--- src/hdl/bat_pkg.sv ---
// ----------------------------------------------------------------------------
// bat_pkg: shared constants and types for the breakpoint address table
// Operation and status codes, field widths and stream packing widths.
// ----------------------------------------------------------------------------
package bat_pkg;

    localparam int DEFAULT_NUM_SLOTS = 8;

    localparam int KIND_W   = 2;
    localparam int ADDR_W   = 32;
    localparam int STATUS_W = 2;
    localparam int SLOT_W   = 3;

    // stream packing
    localparam int S_TDATA_W = ADDR_W;
    localparam int S_TUSER_W = KIND_W;
    localparam int M_TDATA_W = 40;
    localparam int M_PAD_W   = M_TDATA_W - ADDR_W - SLOT_W;
    localparam int M_TUSER_W = STATUS_W + 1;

    typedef logic [KIND_W-1:0]   kind_t;
    typedef logic [STATUS_W-1:0] status_t;
    typedef logic [SLOT_W-1:0]   slot_t;

    localparam kind_t KIND_SET       = 2'd0;
    localparam kind_t KIND_CLEAR     = 2'd1;
    localparam kind_t KIND_CLEAR_ALL = 2'd2;
    localparam kind_t KIND_CHECK     = 2'd3;

    localparam status_t STATUS_OK        = 2'd0;
    localparam status_t STATUS_FULL      = 2'd1;
    localparam status_t STATUS_NOT_FOUND = 2'd2;

endpackage

--- src/hdl/breakpoint_address_table.sv ---
// ----------------------------------------------------------------------------
// breakpoint_address_table
// Table of breakpoint addresses with set, clear, clear-all and PC check.
//
//   channel | dir | tdata                          | tuser
//   s_      | in  | [31:0] address                 | [1:0] kind
//   m_      | out | [31:0] hit_address, [34:32] slot | [1:0] status, [2] hit
//
// One beat per cycle sustained unless the result is stalled; a beat passes
// the input register, then the result register. The compare against all
// slots, the lowest-slot pick and the table update sit between those two
// registers, so each beat sees every update made by the beat before it.
// After reset the table is empty. A stalled result holds the input register;
// s_tready drops only when both registers are full and m_tready is low.
// ----------------------------------------------------------------------------
module breakpoint_address_table #(
    parameter int NUM_SLOTS = bat_pkg::DEFAULT_NUM_SLOTS
) (
    input  logic                            aclk,
    input  logic                            aresetn,
    input  logic                            s_tvalid,
    output logic                            s_tready,
    input  logic [bat_pkg::S_TDATA_W-1:0]   s_tdata,   // [31:0] address
    input  logic [bat_pkg::S_TUSER_W-1:0]   s_tuser,   // [1:0] kind
    output logic                            m_tvalid,
    input  logic                            m_tready,
    output logic [bat_pkg::M_TDATA_W-1:0]   m_tdata,   // [31:0] hit_address, [34:32] slot
    output logic [bat_pkg::M_TUSER_W-1:0]   m_tuser    // [1:0] status, [2] hit
);
    import bat_pkg::*;

    logic                   in_valid_reg, in_valid_next;
    kind_t                  in_kind_reg;
    logic [ADDR_W-1:0]      in_addr_reg;

    logic                   out_valid_reg, out_valid_next;
    status_t                out_status_reg;
    logic                   out_hit_reg;
    logic [ADDR_W-1:0]      out_haddr_reg;
    slot_t                  out_slot_reg;

    logic [ADDR_W-1:0]      entry_addr_reg [NUM_SLOTS];
    logic [NUM_SLOTS-1:0]   entry_active_reg, entry_active_next;

    logic                   advance;
    logic [NUM_SLOTS-1:0]   match_vec;
    logic                   found, free_any;
    slot_t                  found_slot, free_slot;
    logic [NUM_SLOTS-1:0]   found_oh, free_oh;

    status_t                res_status;
    logic                   res_hit;
    logic [ADDR_W-1:0]      res_haddr;
    slot_t                  res_slot;
    logic [NUM_SLOTS-1:0]   set_oh, clr_oh;
    logic                   clr_all;

    assign advance  = in_valid_reg && (!out_valid_reg || m_tready);
    assign s_tready = !in_valid_reg || advance;

    always_comb begin
        for (int i = 0; i < NUM_SLOTS; i++) begin
            match_vec[i] = entry_active_reg[i] && (entry_addr_reg[i] == in_addr_reg);
        end
    end

    // walk downwards so the lowest slot wins
    always_comb begin
        found      = 1'b0;
        found_slot = '0;
        found_oh   = '0;
        free_any   = 1'b0;
        free_slot  = '0;
        free_oh    = '0;
        for (int i = NUM_SLOTS - 1; i >= 0; i--) begin
            if (match_vec[i]) begin
                found       = 1'b1;
                found_slot  = SLOT_W'(i);
                found_oh    = '0;
                found_oh[i] = 1'b1;
            end
            if (!entry_active_reg[i]) begin
                free_any   = 1'b1;
                free_slot  = SLOT_W'(i);
                free_oh    = '0;
                free_oh[i] = 1'b1;
            end
        end
    end

    always_comb begin
        res_status = STATUS_OK;
        res_hit    = 1'b0;
        res_haddr  = '0;
        res_slot   = '0;
        set_oh     = '0;
        clr_oh     = '0;
        clr_all    = 1'b0;
        unique case (in_kind_reg)
            KIND_SET: begin
                if (found) begin
                    res_slot = found_slot;
                end else if (free_any) begin
                    set_oh   = free_oh;
                    res_slot = free_slot;
                end else begin
                    res_status = STATUS_FULL;
                end
            end
            KIND_CLEAR: begin
                if (found) begin
                    clr_oh   = found_oh;
                    res_slot = found_slot;
                end else begin
                    res_status = STATUS_NOT_FOUND;
                end
            end
            KIND_CLEAR_ALL: begin
                clr_all = 1'b1;
            end
            KIND_CHECK: begin
                if (found) begin
                    res_hit   = 1'b1;
                    res_haddr = in_addr_reg;
                    res_slot  = found_slot;
                end
            end
        endcase
    end

    always_comb begin
        in_valid_next = s_tready ? s_tvalid : in_valid_reg;

        if (advance) begin
            out_valid_next = 1'b1;
        end else if (m_tready) begin
            out_valid_next = 1'b0;
        end else begin
            out_valid_next = out_valid_reg;
        end

        entry_active_next = entry_active_reg;
        if (advance) begin
            if (clr_all) begin
                entry_active_next = '0;
            end else begin
                entry_active_next = (entry_active_reg | set_oh) & ~clr_oh;
            end
        end
    end

    always_ff @(posedge aclk) begin
        if (!aresetn) begin
            in_valid_reg     <= 1'b0;
            out_valid_reg    <= 1'b0;
            entry_active_reg <= '0;
        end else begin
            in_valid_reg     <= in_valid_next;
            out_valid_reg    <= out_valid_next;
            entry_active_reg <= entry_active_next;
        end
    end

    // payload: no reset; stored addresses only matter while their slot is active
    always_ff @(posedge aclk) begin
        if (s_tvalid && s_tready) begin
            in_kind_reg <= kind_t'(s_tuser[KIND_W-1:0]);
            in_addr_reg <= s_tdata[ADDR_W-1:0];
        end
        if (advance) begin
            out_status_reg <= res_status;
            out_hit_reg    <= res_hit;
            out_haddr_reg  <= res_haddr;
            out_slot_reg   <= res_slot;
            for (int i = 0; i < NUM_SLOTS; i++) begin
                if (set_oh[i]) begin
                    entry_addr_reg[i] <= in_addr_reg;
                end
            end
        end
    end

    assign m_tvalid = out_valid_reg;
    assign m_tdata  = {M_PAD_W'(0), out_slot_reg, out_haddr_reg};
    assign m_tuser  = {out_hit_reg, out_status_reg};

endmodule

--- config.mk ---
export PLATFORM = sky130hd
export DESIGN_NAME = breakpoint_address_table
export DESIGN_NICKNAME = d
export VERILOG_FILES = /design/src/hdl/bat_pkg.sv /design/src/hdl/breakpoint_address_table.sv
export SDC_FILE = /design/constraint.sdc
export NUM_CORES = 1
export LEC_CHECK = 0
export ABC_AREA = 1
export BUFFER_PORTS_ARGS = -buffer_cell sky130_fd_sc_hd__buf_4
export CAP_MARGIN = 30
export CORE_ASPECT_RATIO = 1.1
export CORE_UTILIZATION = 60
export CTS_BUF_LIST = sky130_fd_sc_hd__clkbuf_16
export DETAILED_ROUTE_END_ITERATION = 10
export MAX_ROUTING_LAYER = met4
export PLACE_DENSITY = 0.83
export SYNTH_ARGS = -nofsm -noshare
export SYNTH_HDL_FRONTEND = slang
export SYNTH_SLANG_ARGS = --single-unit
export TNS_END_PERCENT = 20
--- constraint.sdc ---
create_clock -name aclk -period 7.25 [get_ports aclk]
set_clock_uncertainty 0.1 [all_clocks]
set_input_delay 1.0875 -clock aclk [delete_from_list [all_inputs] [get_ports aclk]]
set_output_delay 1.0875 -clock aclk [all_outputs]
set_load 0.01 [all_outputs]
==> flow_summary.html <==
<table>
<tr><th>Metric</th><th>Value</th></tr>
<tr><th colspan="2">Worst setup path</th></tr>
<tr><td>Reg2reg path depth</td><td>11</td></tr>
<tr><td>Crit path largest cell delay</td><td>between 800 and 900 ps</td></tr>
<tr><td>Arr. time, crit path</td><td>4420 ps</td></tr>
<tr><td>R2R Path Start</td><td>in_addr_reg[0]$_DFFE_PP_</td></tr>
<tr><td>Setup crit start</td><td>in_addr_reg[0]$_DFFE_PP_</td></tr>
<tr><td>Biggest fanout along the worst timing path</td><td>20</td></tr>
<tr><td>Max stage delay cell, worst path</td><td>sky130_fd_sc_hd__edfxtp_1</td></tr>
<tr><td>Type of element launching the critical path</td><td>flip-flop</td></tr>
<tr><td>Worst R2R Setup Slack</td><td>2980 ps</td></tr>
<tr><td>Worst setup path endpoint</td><td>entry_addr_reg[1][53]$_DFFE_PP_</td></tr>
<tr><td>Critical path class</td><td>flip-flop to flip-flop</td></tr>
<tr><td>Setup crit end kind</td><td>flip-flop</td></tr>
<tr><td>Sequence of cells on the critical path</td><td>inv_1 &gt; nand2_1 &gt; nor3b_1 &gt; nand3_1 &gt; nor2_1 &gt; nand3_1 &gt; nand2_1 &gt; nor2_2 &gt; nand4_1 &gt; nor2_4 &gt; buf_4</td></tr>
<tr><td>Required time of the critical path</td><td>~7400 ps</td></tr>
<tr><td>Capture instance of the worst register-to-register path</td><td>entry_addr_reg[1][53]$_DFFE_PP_</td></tr>
<tr><th colspan="2">Clocking</th></tr>
<tr><td>Maximum root-to-sink buffer count</td><td>3</td></tr>
<tr><td>Insertion delay of the later-clocked pin in the worst-skew pair</td><td>around 540 ps</td></tr>
<tr><td>Number of sinks handled by clock tree synthesis</td><td>roughly 340</td></tr>
<tr><td>CTS Root Cell</td><td>sky130_fd_sc_hd__clkbuf_16</td></tr>
<tr><td>H-tree level count</td><td>2</td></tr>
<tr><td>Hold buffers post-CTS</td><td>0</td></tr>
<tr><td>Number of gates resized after CTS</td><td>0</td></tr>
<tr><td>CTS buffer count</td><td>36</td></tr>
<tr><td>Post-CTS Setup Repair Bufs</td><td>0</td></tr>
<tr><td>Clk slew on worst S/H paths</td><td>~60 ps</td></tr>
<tr><td>TritonCTS clock tree</td><td>yes</td></tr>
<tr><th colspan="2">Global routing</th></tr>
<tr><td>GRT Util Overall</td><td>0.4571</td></tr>
<tr><td>Wire length of the first global-routing pass</td><td>90,310 um</td></tr>
<tr><td>Maximum number of pins on one net before global-route repair</td><td>35</td></tr>
<tr><td>Vias in the first global route</td><td>around 13,000</td></tr>
<tr><td>Remaining global-route overflow</td><td>0</td></tr>
<tr><td>Antenna violations before repair</td><td>2</td></tr>
<tr><th colspan="2">STA</th></tr>
<tr><td>Final max-slew violation count</td><td>0</td></tr>
<tr><td>Setup_tns</td><td>0 ps</td></tr>
<tr><td>Final worst path period need</td><td>approximately 4300 ps</td></tr>
<tr><td>Final Hold Vio Count</td><td>0</td></tr>
<tr><td>Worst slew margin</td><td>0.3584</td></tr>
<tr><td>Worst Max-Slew Pin Slew</td><td>around 950 ps</td></tr>
<tr><td>RSZ-0062 raised after global routing</td><td>no</td></tr>
<tr><td>Setup WS post-layout</td><td>2975 ps</td></tr>
<tr><td>Share of the cycle needed by the critical path after routing</td><td>0.5896</td></tr>
<tr><td>Highest clock frequency the design can meet</td><td>approximately 230 MHz</td></tr>
<tr><td>Final setup vio count</td><td>0</td></tr>
<tr><th colspan="2">Synth</th></tr>
<tr><td>Cell Area, Synth</td><td>between 15,000 and 20,000 um^2</td></tr>
<tr><td>#FFs+latches synth</td><td>~340</td></tr>
<tr><td>Part of the Yosys area used for sequential elements</td><td>0.5827</td></tr>
<tr><td>Synthesis warning total</td><td>0</td></tr>
<tr><td>Largest family of logic cells by synthesized area</td><td>simple AND/OR/NAND/NOR gates</td></tr>
<tr><td>Per-instance average area after synthesis</td><td>approximately 9 um^2</td></tr>
<tr><td>Number of synthesized flops with an enable pin</td><td>328</td></tr>
<tr><td>Synthesized-area fraction occupied by and/or/nand/nor cells</td><td>0.2636</td></tr>
<tr><td>Adder-cell share of the synthesized area</td><td>0</td></tr>
<tr><td>Share of cell area taken by muxes after synthesis</td><td>0</td></tr>
<tr><td>Post-Synthesis Cells</td><td>~1,900</td></tr>
<tr><td>Xor/xnor share of the synthesized area</td><td>0.05687</td></tr>
<tr><td>Main flop type after synthesis</td><td>sky130_fd_sc_hd__edfxtp_1</td></tr>
<tr><td>Async set-or-reset flop fraction in the synthesized netlist</td><td>0</td></tr>
<tr><td>Compound-cell area share of the yosys netlist</td><td>0.02517</td></tr>
<tr><td>Cell variety after synth</td><td>35</td></tr>
<tr><th colspan="2">Floorplanning</th></tr>
<tr><td>Top-Level Pins</td><td>83</td></tr>
<tr><td>Placeable core region</td><td>roughly 28,000 um^2</td></tr>
<tr><td>Die height</td><td>between 150 and 200 um</td></tr>
<tr><td>Initial core utilization</td><td>0.6154</td></tr>
<tr><td>Number of standard-cell rows in the floorplan</td><td>between 60 and 70</td></tr>
<tr><td>Floorplan die width</td><td>between 150 and 200 um</td></tr>
<tr><td>Die area</td><td>~29,000 um^2</td></tr>
<tr><th colspan="2">Route</th></tr>
<tr><td>Drt wl/cell</td><td>~27 um</td></tr>
<tr><td>Number of design rule violations left after detail routing</td><td>0</td></tr>
<tr><td>First-pass iteration count of the detailed router</td><td>6</td></tr>
<tr><td>Final Routed Wirelength</td><td>between 60,000 and 70,000 um</td></tr>
<tr><td>Iter 0 DRT Violations</td><td>roughly 2,500</td></tr>
<tr><td>Routed via count</td><td>14,280</td></tr>
<tr><td>Antenna-violating nets left</td><td>0</td></tr>
<tr><td>Detail-routed via count per cell</td><td>5.983</td></tr>
<tr><th colspan="2">Worst hold path</th></tr>
<tr><td>Class of the worst hold path</td><td>flip-flop to flip-flop</td></tr>
<tr><th colspan="2">Cells and area</th></tr>
<tr><td>Max FFs per register</td><td>around 260</td></tr>
<tr><td>Area of all placed cells without fillers</td><td>around 19,000 um^2</td></tr>
<tr><td>Area of combinational cells with multiple inputs</td><td>~6000 um^2</td></tr>
<tr><td>Utilization after layout</td><td>0.6899</td></tr>
<tr><td>Area overhead of the layout relative to synthesis</td><td>12.10%</td></tr>
<tr><td>Sequential cell area</td><td>around 10,000 um^2</td></tr>
<tr><td>Nets</td><td>between 2,000 and 2,500</td></tr>
<tr><td>Share of post-route cells with drive strength above 1</td><td>0.1103</td></tr>
<tr><td># fillers</td><td>approximately 2,200</td></tr>
<tr><th colspan="2">Flow run</th></tr>
<tr><td>Max-cap violations</td><td>0</td></tr>
<tr><th colspan="2">Pwr</th></tr>
<tr><td>PD cells</td><td>between 200 and 250 nW/um^2</td></tr>
<tr><td>Maximum ir drop on the vdd rail</td><td>approximately 0.24 mV</td></tr>
<tr><td>Leakage dissipation</td><td>~0.008 uW</td></tr>
<tr><th colspan="2">Run status</th></tr>
<tr><td>Result of the run</td><td>completed</td></tr>
<tr><th colspan="2">Place</th></tr>
<tr><td>Count of input and output buffers</td><td>77</td></tr>
<tr><td>Post-placement worst setup slack</td><td>about 3100 ps</td></tr>
<tr><td>Placed instance area</td><td>about 18,000 um^2</td></tr>
<tr><td>Global placer's final weighted congestion</td><td>about 1.2</td></tr>
<tr><td>Placed wire-length estimate after detailed placement</td><td>roughly 48,000 um</td></tr>
</table>
[through the flow]
step                total power, uW  hold WS, ps  cells
CTS                            4330        383.4   2383
global route                   4420        391.6   2387
global placement               2561        363.1   2316
floorplan                      2420        380.3   1913
finish                         4348        383.5   2387
detailed placement             2565        369.1   2319
[cells in the mapped netlist, types with 20 or more instances]
library cell | number | area, um^2
sky130_fd_sc_hd__buf_4 | 25 | 187.7
sky130_fd_sc_hd__edfxtp_1 | 328 | 9849
sky130_fd_sc_hd__o21ai_0 | 49 | 245.2
sky130_fd_sc_hd__xor2_1 | 42 | 367.9
sky130_fd_sc_hd__xnor2_1 | 70 | 613.1
sky130_fd_sc_hd__nor2_1 | 266 | 998.5
sky130_fd_sc_hd__inv_2 | 20 | 75.07
sky130_fd_sc_hd__nand4_1 | 45 | 281.5
sky130_fd_sc_hd__nand3_1 | 68 | 340.3
sky130_fd_sc_hd__nand2_1 | 607 | 2278
sky130_fd_sc_hd__nor2_2 | 34 | 212.7
sky130_fd_sc_hd__inv_1 | 217 | 814.5
sky130_fd_sc_hd__nor3_1 | 23 | 115.1
[where the power goes]
| part | switching (uW) | leakage (uW) | internal [uW] |
|---|---|---|---|
| clock network | 785 | 0.000586 | 1020 |
| registers | 60.5 | 0.00306 | 2170 |
| logic | 217 | 0.00448 | 92.5 |
| total | 1060 | 0.00813 | 3290 |
[routing by layer]
metal,track usage,routed length [um],vias to the layer above
met5,-,0,-
met4,0.2478,4358,0
met3,0.1024,8432,211
met2,0.6697,28350,1159
met1,0.5902,23120,6591
li1,-,-,6321
[worst min-delay path by stage]
stage / start / end / slack, ps / cells after the start
final: in_addr_reg[14]$_DFFE_PP_ / entry_addr_reg[1][14]$_DFFE_PP_ / 380 / 0
after global routing: in_addr_reg[14]$_DFFE_PP_ / entry_addr_reg[1][110]$_DFFE_PP_ / 390 / 0
after CTS: in_addr_reg[14]$_DFFE_PP_ / entry_addr_reg[1][14]$_DFFE_PP_ / 380 / 0
after detailed placement: in_addr_reg[14]$_DFFE_PP_ / entry_addr_reg[1][110]$_DFFE_PP_ / 370 / 0
after global placement: in_addr_reg[14]$_DFFE_PP_ / entry_addr_reg[1][14]$_DFFE_PP_ / 360 / 0
after floorplan: entry_active_reg[3]$_SDFFE_PN0P_ / entry_active_reg[3]$_SDFFE_PN0P_ / 380 / 2
[critical path, delay by kind of cell, from the launching register on]
kind          cells  cell delay (ps)
flops             1              870
buf+inv           2              810
simple gates      9             2180
[cells in the final DEF, fill, tap and decap left out, types with 2 or more instances in the layout]
master | Yosys | routed
sky130_fd_sc_hd__dfxtp_1 | 10 | 10
sky130_fd_sc_hd__a21oi_1 | 17 | 17
sky130_fd_sc_hd__nand2_2 | 5 | 5
sky130_fd_sc_hd__inv_1 | 217 | 222
sky130_fd_sc_hd__conb_1 | 1 | 5
sky130_fd_sc_hd__or2_2 | 10 | 10
sky130_fd_sc_hd__diode_2 | 0 | 3
sky130_fd_sc_hd__buf_12 | 0 | 2
sky130_fd_sc_hd__nor3_2 | 0 | 2
sky130_fd_sc_hd__o22ai_1 | 4 | 4
sky130_fd_sc_hd__nor2_1 | 266 | 263
sky130_fd_sc_hd__nand3b_1 | 10 | 10
sky130_fd_sc_hd__o211ai_1 | 2 | 2
sky130_fd_sc_hd__inv_2 | 20 | 22
sky130_fd_sc_hd__nor4_2 | 0 | 3
sky130_fd_sc_hd__nand3_1 | 68 | 68
sky130_fd_sc_hd__nor2_2 | 34 | 34
sky130_fd_sc_hd__o21ai_0 | 49 | 49
sky130_fd_sc_hd__clkinv_8 | 0 | 2
sky130_fd_sc_hd__edfxtp_1 | 328 | 328
sky130_fd_sc_hd__nor3b_1 | 7 | 7
sky130_fd_sc_hd__and3_1 | 2 | 2
sky130_fd_sc_hd__buf_4 | 25 | 89
sky130_fd_sc_hd__clkbuf_16 | 0 | 38
sky130_fd_sc_hd__o21ai_1 | 6 | 6
sky130_fd_sc_hd__buf_16 | 0 | 2
sky130_fd_sc_hd__xnor2_1 | 70 | 70
sky130_fd_sc_hd__nand4_1 | 45 | 45
sky130_fd_sc_hd__bufinv_16 | 0 | 2
sky130_fd_sc_hd__nand2_1 | 607 | 607
sky130_fd_sc_hd__clkinv_1 | 0 | 7
sky130_fd_sc_hd__xor2_1 | 42 | 42
sky130_fd_sc_hd__nor2_4 | 0 | 3
sky130_fd_sc_hd__clkinv_2 | 0 | 7
sky130_fd_sc_hd__nor3_1 | 23 | 21
sky130_fd_sc_hd__or2_1 | 4 | 4
sky130_fd_sc_hd__a31oi_1 | 4 | 4
[cells by family after synthesis]
logic type,Yosys count
other,1
and+or+nand+nor,1089
DFF,338
xor gates and xnor gates,112
AOI/OAI and AO/OA,83
buffers and inverters,286
[area by class of cell]
cell class | instances | area share
well taps | 363 | 0.02349
diodes | 3 | 0.0003883
flip-flops and latches | 338 | 0.5198
repair buffers | 93 | 0.03947
clock buffers | 38 | 0.04918
inverters | 237 | 0.04601
clock inverters | 26 | 0.009707
multi-input cells | 1289 | 0.3120
(Power assumes the default switching activity.)
